[src/acs_pkg.sv]
// Shared codes and helpers for the alarm clock setting controller.
// No dependencies; imported by acs_pair_step and alarm_clock_setting_controller.
`timescale 1ns / 1ps
`default_nettype none

package acs_pkg;

    // Event codes on the input channel
    localparam logic [2:0] OP_TICK   = 3'd0;
    localparam logic [2:0] OP_F1     = 3'd1;
    localparam logic [2:0] OP_F2     = 3'd2;
    localparam logic [2:0] OP_DOWN   = 3'd3;
    localparam logic [2:0] OP_UP     = 3'd4;
    localparam logic [2:0] OP_ACCEPT = 3'd5;
    localparam logic [2:0] OP_CANCEL = 3'd6;
    localparam logic [2:0] OP_FIRED  = 3'd7;

    // Operating modes
    localparam logic [2:0] M_UNSET  = 3'd0;
    localparam logic [2:0] M_NORMAL = 3'd1;
    localparam logic [2:0] M_MIN    = 3'd2;
    localparam logic [2:0] M_HOUR   = 3'd3;
    localparam logic [2:0] M_AMIN   = 3'd4;
    localparam logic [2:0] M_AHOUR  = 3'd5;

    // Commands to the clock core
    localparam logic [2:0] CMD_NONE      = 3'd0;
    localparam logic [2:0] CMD_ADVANCE   = 3'd1;
    localparam logic [2:0] CMD_SET_TIME  = 3'd2;
    localparam logic [2:0] CMD_SET_ALARM = 3'd3;
    localparam logic [2:0] CMD_ENABLE    = 3'd4;
    localparam logic [2:0] CMD_DISABLE   = 3'd5;
    localparam logic [2:0] CMD_SNOOZE    = 3'd6;
    localparam logic [2:0] CMD_CANCEL    = 3'd7;

    // Digit pair limits (wrap value, tens and units)
    localparam logic [3:0] MIN_LIM_TENS   = 4'd6;
    localparam logic [3:0] MIN_LIM_UNITS  = 4'd0;
    localparam logic [3:0] HOUR_LIM_TENS  = 4'd2;
    localparam logic [3:0] HOUR_LIM_UNITS = 4'd4;
    localparam logic [3:0] BCD_UNITS_MAX  = 4'd9;

    localparam logic [7:0] IDLE_TIMEOUT_RESET = 8'd60;

    // Display masks on mode entry
    typedef struct packed {
        logic [3:0] flash;
        logic [3:0] dots;
    } mode_masks_t;

    function automatic mode_masks_t mode_masks(input logic [2:0] m);
        mode_masks_t r;
        r.flash = 4'h0;
        r.dots  = 4'h0;
        unique case (m)
            M_UNSET: begin
                r.flash = 4'hF;
                r.dots  = 4'h2;
            end
            M_MIN:   r.flash = 4'hC;
            M_HOUR:  r.flash = 4'h3;
            M_AMIN: begin
                r.flash = 4'hC;
                r.dots  = 4'hF;
            end
            M_AHOUR: begin
                r.flash = 4'h3;
                r.dots  = 4'hF;
            end
            default: ;
        endcase
        return r;
    endfunction

endpackage

`default_nettype wire

[src/acs_pair_step.sv]
// Up/down stepper for one packed BCD digit pair with a configurable wrap value.
// Depends on acs_pkg.
`timescale 1ns / 1ps
`default_nettype none

module acs_pair_step
    import acs_pkg::*;
(
    input  wire logic [7:0] pair_in,
    input  wire logic       up,
    input  wire logic [3:0] lim_tens,
    input  wire logic [3:0] lim_units,
    output logic      [7:0] pair_out
);

    logic [3:0] tens;
    logic [3:0] units;
    logic [4:0] units_inc;
    logic [3:0] up_tens;
    logic [3:0] up_units;
    logic [3:0] dn_tens;
    logic [3:0] dn_units;

    assign tens      = pair_in[7:4];
    assign units     = pair_in[3:0];
    assign units_inc = {1'b0, units} + 5'd1;

    // Count up: units roll into tens, whole pair wraps at the limit
    always_comb begin
        up_tens  = tens;
        up_units = units_inc[3:0];
        if (units_inc > {1'b0, BCD_UNITS_MAX}) begin
            up_tens  = tens + 4'd1;
            up_units = 4'd0;
        end
        if (up_units == lim_units && up_tens == lim_tens) begin
            up_tens  = 4'd0;
            up_units = 4'd0;
        end
    end

    // Count down: zero wraps to one below the limit
    always_comb begin
        if (tens == 4'd0 && units == 4'd0) begin
            if (lim_units != 4'd0) begin
                dn_tens  = lim_tens;
                dn_units = lim_units - 4'd1;
            end else begin
                dn_tens  = lim_tens - 4'd1;
                dn_units = BCD_UNITS_MAX;
            end
        end else if (units == 4'd0) begin
            dn_tens  = tens - 4'd1;
            dn_units = BCD_UNITS_MAX;
        end else begin
            dn_tens  = tens;
            dn_units = units - 4'd1;
        end
    end

    assign pair_out = up ? {up_tens, up_units} : {dn_tens, dn_units};

endmodule

`default_nettype wire

[src/alarm_clock_setting_controller.sv]
// Alarm clock setting controller: event register, mode/digit update logic,
// result register. Depends on acs_pkg and acs_pair_step.
//
// Each item is one event (half-second tick, key, or alarm fired) and yields
// exactly one result item: mode, shown digits, flash/dot masks, buzzer, alarm
// enable and one clock core command. An item passes through an input register
// and a result register. One item per cycle is sustained since the whole
// update is a single pass over a handful of state registers; a stalled result
// holds both registers. idle_timeout is written through cfg_we/cfg_wdata; the
// user must write it only while no item is in flight, as the block does not
// enforce this.
`timescale 1ns / 1ps
`default_nettype none

module alarm_clock_setting_controller
    import acs_pkg::*;
(
    input  wire logic        aclk,
    input  wire logic        aresetn,
    // configuration
    input  wire logic        cfg_we,
    input  wire logic [7:0]  cfg_wdata,
    // event channel
    input  wire logic        s_valid,
    output logic             s_ready,
    input  wire logic [2:0]  s_op,
    input  wire logic [15:0] s_clock_time,
    // result channel
    output logic             m_valid,
    input  wire logic        m_ready,
    output logic [2:0]       m_mode,
    output logic [15:0]      m_display_digits,
    output logic [3:0]       m_flash_mask,
    output logic [3:0]       m_dot_mask,
    output logic [2:0]       m_clock_cmd,
    output logic [15:0]      m_cmd_time,
    output logic             m_buzzer_on,
    output logic             m_alarm_enabled
);

    // Configuration register
    logic [7:0] idle_timeout_reg;

    always_ff @(posedge aclk) begin
        if (!aresetn) begin
            idle_timeout_reg <= IDLE_TIMEOUT_RESET;
        end else if (cfg_we) begin
            idle_timeout_reg <= cfg_wdata;
        end
    end

    // Input register stage
    logic        in_valid_reg;
    logic [2:0]  op_reg;
    logic [15:0] ct_reg;
    logic        advance;
    logic        out_valid_reg;

    assign advance = in_valid_reg && (!out_valid_reg || m_ready);
    assign s_ready = !in_valid_reg || advance;

    always_ff @(posedge aclk) begin
        if (!aresetn) begin
            in_valid_reg <= 1'b0;
        end else if (s_ready) begin
            in_valid_reg <= s_valid;
        end
    end

    always_ff @(posedge aclk) begin
        if (s_valid && s_ready) begin
            op_reg <= s_op;
            ct_reg <= s_clock_time;
        end
    end

    // Controller state
    logic [2:0]  mode_reg,      mode_next;
    logic [15:0] time_reg,      time_next;
    logic [15:0] alarm_reg,     alarm_next;
    logic        alarm_on_reg,  alarm_on_next;
    logic        alarm_set_reg, alarm_set_next;
    logic        ringing_reg,   ringing_next;
    logic        buzzer_reg,    buzzer_next;
    logic        half_reg,      half_next;
    logic        sdot_reg,      sdot_next;
    logic [7:0]  idle_reg,      idle_next;
    logic [3:0]  flash_reg,     flash_next;
    logic [3:0]  dot_reg,       dot_next;
    logic [2:0]  cmd_next;
    logic [15:0] ctime_next;

    // Digit steppers on the pair being edited
    logic        edit_alarm;
    logic [15:0] edit_src;
    logic [7:0]  min_stepped;
    logic [7:0]  hour_stepped;
    logic        step_up;

    assign edit_alarm = (mode_reg == M_AMIN) || (mode_reg == M_AHOUR);
    assign edit_src   = edit_alarm ? alarm_reg : time_reg;
    assign step_up    = (op_reg == OP_UP);

    acs_pair_step u_min_step (
        .pair_in   (edit_src[7:0]),
        .up        (step_up),
        .lim_tens  (MIN_LIM_TENS),
        .lim_units (MIN_LIM_UNITS),
        .pair_out  (min_stepped)
    );

    acs_pair_step u_hour_step (
        .pair_in   (edit_src[15:8]),
        .up        (step_up),
        .lim_tens  (HOUR_LIM_TENS),
        .lim_units (HOUR_LIM_UNITS),
        .pair_out  (hour_stepped)
    );

    // Per-item update
    logic [7:0]  idle_inc;
    logic        is_step;
    mode_masks_t masks;

    assign idle_inc = idle_reg + 8'd1;
    assign is_step  = (op_reg == OP_UP) || (op_reg == OP_DOWN);

    always_comb begin
        mode_next      = mode_reg;
        time_next      = time_reg;
        alarm_next     = alarm_reg;
        alarm_on_next  = alarm_on_reg;
        alarm_set_next = alarm_set_reg;
        ringing_next   = ringing_reg;
        buzzer_next    = buzzer_reg;
        half_next      = half_reg;
        sdot_next      = sdot_reg;
        idle_next      = idle_reg;
        flash_next     = flash_reg;
        dot_next       = dot_reg;
        cmd_next       = CMD_NONE;
        ctime_next     = 16'h0000;
        masks          = mode_masks(M_NORMAL);

        if (op_reg == OP_TICK) begin
            half_next = !half_reg;
            if (mode_reg != M_UNSET && half_next) begin
                cmd_next = CMD_ADVANCE;
            end
            if (ringing_reg) begin
                buzzer_next = !buzzer_reg;
            end
            // idle timeout in the edit modes
            if (mode_reg != M_NORMAL && mode_reg != M_UNSET) begin
                idle_next = idle_inc;
                if (idle_inc >= idle_timeout_reg) begin
                    mode_next  = M_NORMAL;
                    flash_next = masks.flash;
                    dot_next   = masks.dots;
                    idle_next  = 8'd0;
                end
            end
            // normal mode: follow the clock core, blink the seconds dot
            if (mode_next == M_NORMAL) begin
                if (half_next) begin
                    time_next = ct_reg;
                end
                sdot_next = !sdot_reg;
                dot_next  = {alarm_on_reg, dot_next[2], sdot_next, dot_next[0]};
            end
        end else if (op_reg == OP_FIRED) begin
            ringing_next = 1'b1;
        end else begin
            idle_next = 8'd0;
            if (ringing_reg) begin
                if (op_reg == OP_ACCEPT || op_reg == OP_CANCEL) begin
                    cmd_next     = (op_reg == OP_ACCEPT) ? CMD_SNOOZE : CMD_CANCEL;
                    ringing_next = 1'b0;
                    buzzer_next  = 1'b0;
                end
            end else begin
                unique case (mode_reg)
                    M_UNSET: begin
                        if (op_reg == OP_F1) mode_next = M_MIN;
                    end
                    M_NORMAL: begin
                        if (op_reg == OP_F1) begin
                            mode_next = M_MIN;
                        end else if (op_reg == OP_F2) begin
                            mode_next = M_AMIN;
                        end else if (op_reg == OP_ACCEPT) begin
                            if (alarm_set_reg) begin
                                cmd_next      = CMD_ENABLE;
                                alarm_on_next = 1'b1;
                            end
                        end else if (op_reg == OP_CANCEL) begin
                            cmd_next      = CMD_DISABLE;
                            alarm_on_next = 1'b0;
                        end
                    end
                    M_MIN: begin
                        if (op_reg == OP_ACCEPT) begin
                            mode_next = M_HOUR;
                        end else if (is_step) begin
                            time_next = {time_reg[15:8], min_stepped};
                        end else if (op_reg == OP_CANCEL) begin
                            mode_next = M_NORMAL;
                        end
                    end
                    M_HOUR: begin
                        if (is_step) begin
                            time_next = {hour_stepped, time_reg[7:0]};
                        end else if (op_reg == OP_ACCEPT) begin
                            cmd_next   = CMD_SET_TIME;
                            ctime_next = time_reg;
                            mode_next  = M_NORMAL;
                        end else if (op_reg == OP_CANCEL) begin
                            mode_next = M_NORMAL;
                        end
                    end
                    M_AMIN: begin
                        if (op_reg == OP_ACCEPT) begin
                            mode_next = M_AHOUR;
                        end else if (is_step) begin
                            alarm_next = {alarm_reg[15:8], min_stepped};
                        end else if (op_reg == OP_CANCEL) begin
                            mode_next = M_NORMAL;
                        end
                    end
                    M_AHOUR: begin
                        if (is_step) begin
                            alarm_next = {hour_stepped, alarm_reg[7:0]};
                        end else if (op_reg == OP_ACCEPT) begin
                            cmd_next       = CMD_SET_ALARM;
                            ctime_next     = alarm_reg;
                            alarm_set_next = 1'b1;
                            alarm_on_next  = 1'b1;
                            mode_next      = M_NORMAL;
                        end else if (op_reg == OP_CANCEL) begin
                            mode_next = M_NORMAL;
                        end
                    end
                    default: ;
                endcase
                // mode entry reloads the masks
                if (mode_next != mode_reg ||
                    (mode_reg == M_HOUR && op_reg == OP_ACCEPT) ||
                    (mode_reg == M_AHOUR && op_reg == OP_ACCEPT)) begin
                    masks      = mode_masks(mode_next);
                    flash_next = masks.flash;
                    dot_next   = masks.dots;
                end
                if (mode_next == M_NORMAL) begin
                    dot_next = {alarm_on_next, dot_next[2:0]};
                end
            end
        end
    end

    always_ff @(posedge aclk) begin
        if (!aresetn) begin
            mode_reg      <= M_UNSET;
            time_reg      <= 16'h0000;
            alarm_reg     <= 16'h0000;
            alarm_on_reg  <= 1'b0;
            alarm_set_reg <= 1'b0;
            ringing_reg   <= 1'b0;
            buzzer_reg    <= 1'b0;
            half_reg      <= 1'b0;
            sdot_reg      <= 1'b0;
            idle_reg      <= 8'd0;
            flash_reg     <= 4'hF;
            dot_reg       <= 4'h2;
        end else if (advance) begin
            mode_reg      <= mode_next;
            time_reg      <= time_next;
            alarm_reg     <= alarm_next;
            alarm_on_reg  <= alarm_on_next;
            alarm_set_reg <= alarm_set_next;
            ringing_reg   <= ringing_next;
            buzzer_reg    <= buzzer_next;
            half_reg      <= half_next;
            sdot_reg      <= sdot_next;
            idle_reg      <= idle_next;
            flash_reg     <= flash_next;
            dot_reg       <= dot_next;
        end
    end

    // Result register
    logic        alarm_view;
    logic [2:0]  r_mode_reg;
    logic [15:0] r_digits_reg;
    logic [3:0]  r_flash_reg;
    logic [3:0]  r_dot_reg;
    logic [2:0]  r_cmd_reg;
    logic [15:0] r_ctime_reg;
    logic        r_buzzer_reg;
    logic        r_alarm_en_reg;

    assign alarm_view = (mode_next == M_AMIN) || (mode_next == M_AHOUR);

    always_ff @(posedge aclk) begin
        if (!aresetn) begin
            out_valid_reg <= 1'b0;
        end else if (advance) begin
            out_valid_reg <= 1'b1;
        end else if (m_ready) begin
            out_valid_reg <= 1'b0;
        end
    end

    always_ff @(posedge aclk) begin
        if (advance) begin
            r_mode_reg     <= mode_next;
            r_digits_reg   <= alarm_view ? alarm_next : time_next;
            r_flash_reg    <= flash_next;
            r_dot_reg      <= dot_next;
            r_cmd_reg      <= cmd_next;
            r_ctime_reg    <= ctime_next;
            r_buzzer_reg   <= buzzer_next;
            r_alarm_en_reg <= alarm_on_next;
        end
    end

    assign m_valid          = out_valid_reg;
    assign m_mode           = r_mode_reg;
    assign m_display_digits = r_digits_reg;
    assign m_flash_mask     = r_flash_reg;
    assign m_dot_mask       = r_dot_reg;
    assign m_clock_cmd      = r_cmd_reg;
    assign m_cmd_time       = r_ctime_reg;
    assign m_buzzer_on      = r_buzzer_reg;
    assign m_alarm_enabled  = r_alarm_en_reg;

    // Checks on the controller state
    a_buzzer_needs_ring: assert property (@(posedge aclk) disable iff (!aresetn)
        !ringing_reg |-> !buzzer_reg)
        else $error("buzzer active while alarm not ringing");

    a_enable_needs_set: assert property (@(posedge aclk) disable iff (!aresetn)
        alarm_on_reg |-> alarm_set_reg)
        else $error("alarm enabled before any alarm time was set");

    a_normal_no_flash: assert property (@(posedge aclk) disable iff (!aresetn)
        mode_reg == M_NORMAL |-> flash_reg == 4'h0)
        else $error("digits flashing in normal mode");

    a_set_cmd_normal: assert property (@(posedge aclk) disable iff (!aresetn)
        m_valid && (m_clock_cmd == CMD_SET_TIME || m_clock_cmd == CMD_SET_ALARM)
        |-> m_mode == M_NORMAL)
        else $error("set command issued without return to normal mode");

    a_stage_holds: assert property (@(posedge aclk) disable iff (!aresetn)
        in_valid_reg && !advance |=> in_valid_reg && $stable(op_reg) && $stable(ct_reg))
        else $error("stalled event lost from input register");

endmodule

`default_nettype wire
[config.mk]
export PLATFORM = sky130hd
export DESIGN_NAME = alarm_clock_setting_controller
export DESIGN_NICKNAME = d
export VERILOG_FILES = /design/src/acs_pkg.sv /design/src/acs_pair_step.sv /design/src/alarm_clock_setting_controller.sv
export SDC_FILE = /design/constraint.sdc
export NUM_CORES = 1
export LEC_CHECK = 0
export ABC_CLOCK_PERIOD_IN_PS = 3550
export BUFFER_PORTS_ARGS = -buffer_cell sky130_fd_sc_hd__buf_4
export CAP_MARGIN = 20
export CORE_MARGIN = 4
export CORE_UTILIZATION = 40
export DETAILED_ROUTE_END_ITERATION = 16
export GPL_TIMING_DRIVEN = 0
export PLACE_DENSITY = 0.7
export SLEW_MARGIN = 15
export SYNTH_ARGS = -nofsm -noshare
export SYNTH_HDL_FRONTEND = slang
export SYNTH_SLANG_ARGS = --single-unit
[constraint.sdc]
create_clock -name aclk -period 3.55 [get_ports aclk]
set_input_delay 0.71 -clock aclk [delete_from_list [all_inputs] [get_ports aclk]]
set_output_delay 0.71 -clock aclk [all_outputs]
set_load 0.01 [all_outputs]
==> parameters.txt, run 1 <==
Parameter                              Value

Setup path
  Crit. End Element    flop
  Critical path capture point    m_display_digits[13]$_DFFE_PP_
  Critical path start-end classification    reg2reg
  Crit-path most repeated cell    buf_6
  Capture instance of the worst register-to-register path    m_display_digits[13]$_DFFE_PP_
  Number of cells on the worst reg-to-reg path    13
  Data required time of the critical path    3730 ps
  Critical-path top delay cell    dfxtp_2
  Worst path max stage delay    ~400 ps
  Critical Path Start Type    flop
  Source of the worst register-to-register timing path    mode_reg[1]$_SDFFE_PN0P_
  Worst endpoint data arrival time    between 3000 and 4000 ps
  Worst-path cell chain    nand2b_4 > buf_6 > buf_6 > mux2_2 > inv_1 > ha_1 > nor2b_2 > a21o_2 > mux2_4 > nor4_4 > a21oi_2 > a211o_1 > o311a_1
  Worst Setup SP    mode_reg[1]$_SDFFE_PN0P_
  Worst R2R Setup Slack    approximately 50 ps
  Largest fanout on the critical path    10

Yosys
  Fraction of the yosys area taken by sequential cells    0.440
  Unique masters post-synth    a little under 80
  Area of the mapped netlist    between 7000 and 8000 sq um
  Count of mapped cells out of synthesis    829
  Most common flop cell mapped by yosys    edfxtp_1
  Async set-reset flop share out of synthesis    0
  Number of enable-type register cells in the synthesized netlist    67
  Mean post-synth cell area    roughly 9.2 sq um
  Synthesized netlist net count    879
  Flops & latches, synth    about 130
  Yosys warnings    0

Global route
  First-pass GRT wire length    between 30000 and 40000 um
  Number of antenna violations at the first check in global routing    0
  Residual overflow from global routing    0
  Layer with the highest usage    met2
  GRT Util Overall    0.223
  GR Util met3    0.0518
  GRT met1 Usage    0.304
  Vias in the first global route    approximately 6700
  Fraction of met2 tracks used by global routing    0.348
  Pin count of the biggest net entering global routing    42

Floorplan
  Die outline height    between 100 and 150 um
  I/O pin count    a little over 80
  Die Area    around 21000 sq um
  Number of placement rows    50
  Die extent in x    roughly 150 um
  Area inside the core boundary    between 15000 and 20000 sq um
  Starting Density    0.407

Power and ir drop
  Areal power density over the cells    about 440 nW/um^2
  Worst VDD drop    ~370 uV
  Static leakage    ~0.0035 uW

Cells and area
  Fin nets    985
  Synthesis-to-layout area growth    22.4%
  Most common cell after layout, fill and taps aside    nor2_1
  Filler-free cell count of the finished design    approximately 1200
  Number of antenna repair diodes    0
  Most frequent cells in the layout    nor2_1, buf_4, nand2_1
  Share of layout cells above drive strength 1    0.200

Detailed routing
  Average wire per cell in the routed design    just over 20 um
  Number of detailed-route iterations in the first pass    5
  DRC violations left    0
  First DRT Iteration DRCs    roughly 830
  Count of vias placed by the detailed router    7077
  Drt via density    around 6
  Final wirelength    approximately 24000 um
  Antenna viol nets, final    0

Run
  Max-capacitance violation count    0

CTS
  Latest clock arrival within the worst-skew pair    between 400 and 500 ps
  TritonCTS clock tree    yes
  Root Driver    clkbuf_16
  Clock sinks    ~130
  H-Tree Depth    4
  Clock-pin transition on the worst setup and hold timing paths    60 ps
  Maximum count of clock buffers along a single path    2
  Number of clock buffers inserted by TritonCTS    17

STA
  Pins Over Slew Limit    0
  Clock skew    ~12 ps
  Final setup margin    ~50 ps
  Sum of negative setup slack    0 ps
  Maximum operating frequency    roughly 290 MHz
  Transition at the pin with the smallest max-transition slack    between 900 and 1000 ps
  Final Hold Viols    0
  Endpoints failing setup    0
  Fraction of the cycle the final worst path needs    0.986
  Relative slew margins    0.358
  Clock period minus final worst setup slack    between 3000 and 4000 ps

Placement
  Instance count after placement with tap cells included    approximately 1100
  Count of input and output buffers    just over 80
  Estimated wirelength of the detail-placed design    17200 um
  Placer's final routability congestion estimate    between 0.9 and 1
  Placement Setup Slack    -345 ps

Hold path
  Hold/Removal Path Class    in2reg

Outcome
  Run status    completed
report_power, final:
| group | switching, uW | internal [uW] |
|---|---|---|
| clock network | 695 | 1180 |
| registers | 31.7 | 1690 |
| logic | 296 | 178 |
final cells by class:
class / count / area [sq um]
inverters: 31 / 116
multi-input cells: 618 / 4020
fillers: 1773 / 9380
clock inverters: 11 / 148
clock buffers: 21 / 482
well taps: 234 / 293
flip-flops and latches: 134 / 3360
plain buffers: 45 / 224
repair buffers: 88 / 693
metal layers:
metal  vias up  share of wire
met5         -              0
met3        71          0.093
met1      3322           0.42
met2       358           0.45
met4         0          0.034
li1       3326              -
how the worst min path moves through the flow:
stage	startpoint	endpoint	cells after the start
after floorplan	flash_reg[0]$_SDFFE_PN1P_	flash_reg[0]$_SDFFE_PN1P_	1
after global placement	flash_reg[2]$_SDFFE_PN1P_	flash_reg[2]$_SDFFE_PN1P_	1
after detailed placement	flash_reg[1]$_SDFFE_PN1P_	flash_reg[1]$_SDFFE_PN1P_	1
after CTS	s_clock_time[15]	ct_reg[15]$_DFFE_PP_	1
after global routing	s_clock_time[11]	ct_reg[11]$_DFFE_PP_	1
final	s_clock_time[15]	ct_reg[15]$_DFFE_PP_	1
cells in the mapped netlist, drive strengths merged, types with 10 or more instances:
cell    count  area share
ha         18       0.030
edfxtp     67        0.26
a211oi     14       0.014
clkbuf     31       0.015
nand2      85       0.042
buf        15       0.012
o21ai      50       0.033
a21o       15       0.015
mux2i      20       0.027
mux2       14       0.022
a21oi      57       0.038
o22ai      15       0.012
nand3      22       0.014
xnor2      10       0.011
a22oi      22       0.022
nor2       96       0.048
nor3       21       0.016
dfxtp      67        0.18
inv        31       0.015
timing repair:
item | 4_1_cts | 5_1_grt
resized for setup | 9 | 18
setup endpoints to repair | 29 | 45
gates cloned | 0 | 0
buffers inserted | 2 | 3
hold buffers | 0 | 0
pin swaps | 1 | 6
through the flow:
stage	hold slack [ps]	utilization	cell area (sq um)	total power, uW
2_1_floorplan	426	-	7620	2020
3_3_place_gp	435	0.456	8520	2190
3_5_place_dp	439	0.458	8570	2200
4_1_cts	438	0.494	9250	4080
5_1_grt	436	0.499	9330	4210
6_report	453	0.499	9330	4070
kinds of logic (layout without fill, tap and decap cells):
| logic type | Yosys count | after routing | synth area share |
|---|---|---|---|
| simple gates | 288 | 288 | 0.181 |
| compound gates | 262 | 262 | 0.239 |
| flops | 134 | 134 | 0.440 |
| buf+inv | 77 | 196 | 0.0425 |
| mux | 34 | 34 | 0.0489 |
| fa+ha+maj | 18 | 18 | 0.0296 |
| xor+xnor | 16 | 16 | 0.0184 |
worst max-delay path: cells and delay by family (launching register included):
family	cells	cell delay, ps
and+or+nand+nor	3	760
buffers and inverters	3	450
adders and majority gates	1	140
muxes	2	700
AOI/OAI and AO/OA	4	760
DFF	1	410
(Power assumes the default switching activity.)
==> run 2: changes to the inputs <==
--- a/config.mk
+++ b/config.mk
@@ -5,14 +5,14 @@
 export SDC_FILE = /design/constraint.sdc
 export NUM_CORES = 1
 export LEC_CHECK = 0
-export ABC_CLOCK_PERIOD_IN_PS = 3550
+export ABC_CLOCK_PERIOD_IN_PS = 3600
 export BUFFER_PORTS_ARGS = -buffer_cell sky130_fd_sc_hd__buf_4
 export CAP_MARGIN = 20
 export CORE_MARGIN = 4
 export CORE_UTILIZATION = 40
 export DETAILED_ROUTE_END_ITERATION = 16
 export GPL_TIMING_DRIVEN = 0
-export PLACE_DENSITY = 0.7
+export PLACE_DENSITY = 0.68
 export SLEW_MARGIN = 15
 export SYNTH_ARGS = -nofsm -noshare
 export SYNTH_HDL_FRONTEND = slang
==> constraint.sdc (replaced) <==
create_clock -name aclk -period 3.6 [get_ports aclk]
set_input_delay 0.72 -clock aclk [delete_from_list [all_inputs] [get_ports aclk]]
set_output_delay 0.72 -clock aclk [all_outputs]
set_load 0.01 [all_outputs]
==> parameters.txt, run 2 (synthesis gave the netlist of run 1 again) <==
Parameter                              Value

Floorplan
  Starting Density    0.407 (unchanged)
  I/O pin count    82 (unchanged)
  Number of placement rows    50 (unchanged)
  Die Area    21300 sq um (unchanged)
  Die outline height    146 um (unchanged)
  Area inside the core boundary    18700 sq um (unchanged)
  Die extent in x    146 um (unchanged)

CTS
  Clock sinks    134 (unchanged)
  H-Tree Depth    4 (unchanged)
  Number of clock buffers inserted by TritonCTS    17 (unchanged)
  Maximum count of clock buffers along a single path    2 (unchanged)
  Root Driver    clkbuf_16
  TritonCTS clock tree    yes
  Latest clock arrival within the worst-skew pair    440 ps (about the same)
  Clock-pin transition on the worst setup and hold timing paths    60 ps (about the same)

Detailed routing
  Number of detailed-route iterations in the first pass    6 (+1)
  Antenna viol nets, final    0 (unchanged)
  Drt via density    5.95 (-0.68%)
  DRC violations left    0 (unchanged)
  Final wirelength    24300 um (+0.93%)
  Count of vias placed by the detailed router    7029 (-0.68%)
  Average wire per cell in the routed design    20.6 um (+0.93%)
  First DRT Iteration DRCs    675 (-19%)

Cells and area
  Share of layout cells above drive strength 1    0.204 (+0.00316)
  Most frequent cells in the layout    nor2_1, buf_4, nand2_1
  Post-Layout Inst Area    9240 sq um (-0.95%)
  Fraction of the core area covered by cells at the end of the flow    0.494 (-0.00475)
  Fin nets    985 (unchanged)
  Number of antenna repair diodes    0 (unchanged)
  Synthesis-to-layout area growth    21.2%
  Most common cell after layout, fill and taps aside    nor2_1
  Filler-free cell count of the finished design    1182 (unchanged)

Power and ir drop
  Areal power density over the cells    407 nW/um^2 (-6.6%)
  Worst VDD drop    310 uV (-15%)
  Static leakage    0.00349 uW (-1.1%)

STA
  Final Hold Viols    0 (unchanged)
  Pins Over Slew Limit    0 (unchanged)
  Sum of negative setup slack    0 ps (unchanged)
  Transition at the pin with the smallest max-transition slack    942 ps (-13.0 ps)
  Post-route worst hold slack    455 ps (+2.40 ps)
  Clock skew    12.8 ps (+1.20 ps)
  Relative slew margins    0.366 (+0.00875)
  Clock period minus final worst setup slack    3490 ps (-9.83 ps)
  Endpoints failing setup    0 (unchanged)
  Setup repair after global routing missed its margin    true
  Maximum operating frequency    287 MHz (+0.28%)
  Fraction of the cycle the final worst path needs    0.969 (-0.0164)

Hold path
  Hold Startpoint    flash_reg[0]$_SDFFE_PN1P_
  Hold/Removal Path Class    reg2reg
  Number of instances on the worst hold path    1 (unchanged)
  Worst Hold Path EP    flash_reg[0]$_SDFFE_PN1P_

Outcome
  Run status    completed

Placement
  Area after detailed placement    8570 sq um (unchanged)
  Instance count after placement with tap cells included    1146 (unchanged)
  Placer's final routability congestion estimate    0.975 (+2.1%)
  Estimated wirelength of the detail-placed design    17600 um (+2.4%)
  Count of input and output buffers    81 (unchanged)

Global route
  Number of antenna violations at the first check in global routing    0 (unchanged)
  Vias in the first global route    6716 (-0.47%)
  Residual overflow from global routing    0 (unchanged)
  First-pass GRT wire length    37900 um (-0.11%)
  GRT Util Overall    0.225 (+0.00168)
  Pin count of the biggest net entering global routing    38 (-9.5%)

Run
  Max-capacitance violation count    0 (unchanged)

Setup path
  Worst endpoint data arrival time    3740 ps (+60 ps)
  Capture instance of the worst register-to-register path    m_display_digits[10]$_DFFE_PP_
  Worst R2R Setup Slack    110 ps (+60 ps)
  Crit-path most repeated cell    buf_6
  Source of the worst register-to-register timing path    mode_reg[1]$_SDFFE_PN0P_
  Worst-path cell chain    nand2b_4 > buf_6 > buf_6 > mux2_2 > inv_1 > ha_1 > nor2b_2 > a2111oi_2 > xor2_1 > nor4_4 > o32ai_2 > o22ai_1 > o2bb2ai_1
  Largest fanout on the critical path    10 (unchanged)
  Worst path max stage delay    470 ps (+60 ps)
  Critical Path Start Type    flop
  Critical-path top delay cell    o32ai_2
  Crit. End Element    flop
  Number of cells on the worst reg-to-reg path    13 (unchanged)
  Critical path start-end classification    reg2reg
  Data required time of the critical path    3850 ps (+120 ps)
-- run 2: how the worst max path moves through the flow --
stage	startpoint	endpoint	cells past startpoint
finish	mode_reg[1]$_SDFFE_PN0P_	m_display_digits[10]$_DFFE_PP_	13
global route	idle_reg[0]$_SDFFE_PN0P_	m_display_digits[2]$_DFFE_PP_	13
CTS	idle_reg[0]$_SDFFE_PN0P_	m_display_digits[5]$_DFFE_PP_	13
detailed placement	mode_reg[1]$_SDFFE_PN0P_	m_display_digits[13]$_DFFE_PP_	12
global placement	m_ready	m_cmd_time[7]$_SDFFCE_PP0P_	6
floorplan	m_ready	m_alarm_enabled$_DFFE_PP_	5
-- run 2: final cells by class --
| class | count | area [sq um] |
|---|---|---|
| clock inverter | 14 | 105 |
| buffer | 45 | 215 |
| inverter | 31 | 116 |
| clock buffer | 18 | 439 |
| tap | 234 | 293 |
| fill | 1818 | 9470 |
| multi-input combinational | 618 | 4020 |
| sequential | 134 | 3350 |
| timing repair buffer | 88 | 693 |
-- run 2: power by group --
| part | internal, uW | leakage (uW) | switching, uW |
|---|---|---|---|
| registers | 1660 | 0.00119 | 31.5 |
| clock network | 899 | 0.000255 | 698 |
| logic | 175 | 0.00204 | 297 |
| total | 2740 | 0.00349 | 1030 |
-- run 2: timing repair --
action	4_1_cts	5_1_grt
resized for setup	9	17
pin swaps	1	5
buffers inserted	2	3
hold buffers	0	0
setup endpoints to repair	29	32
-- run 2: stage by stage --
stage               power, uW  worst slack (ps)
CTS                      3770              36.2
finish                   3760               110
detailed placement       2170              -353
global route             3900             -60.1
floorplan                1990               251
global placement         2160             -1060
-- run 2: per-layer routing --
layer  vias up  GRT usage  routed length, um
li1       3317          -                  -
met5         -          0                  0
met3        76     0.0549               2190
met2       362      0.343              10700
met4         0      0.100                913
met1      3274      0.304              10500
-- run 2: critical path: cells and delay by family (launching register included) --
family | cells | cell delay [ps]
XOR/XNOR | 1 | 330
buffers and inverters | 3 | 440
AO/OA/AOI/OAI | 4 | 1260
multiplexers | 1 | 220
AND/OR/NAND/NOR | 3 | 470
adder cells (fa/ha/maj) | 1 | 190
flip-flops | 1 | 410
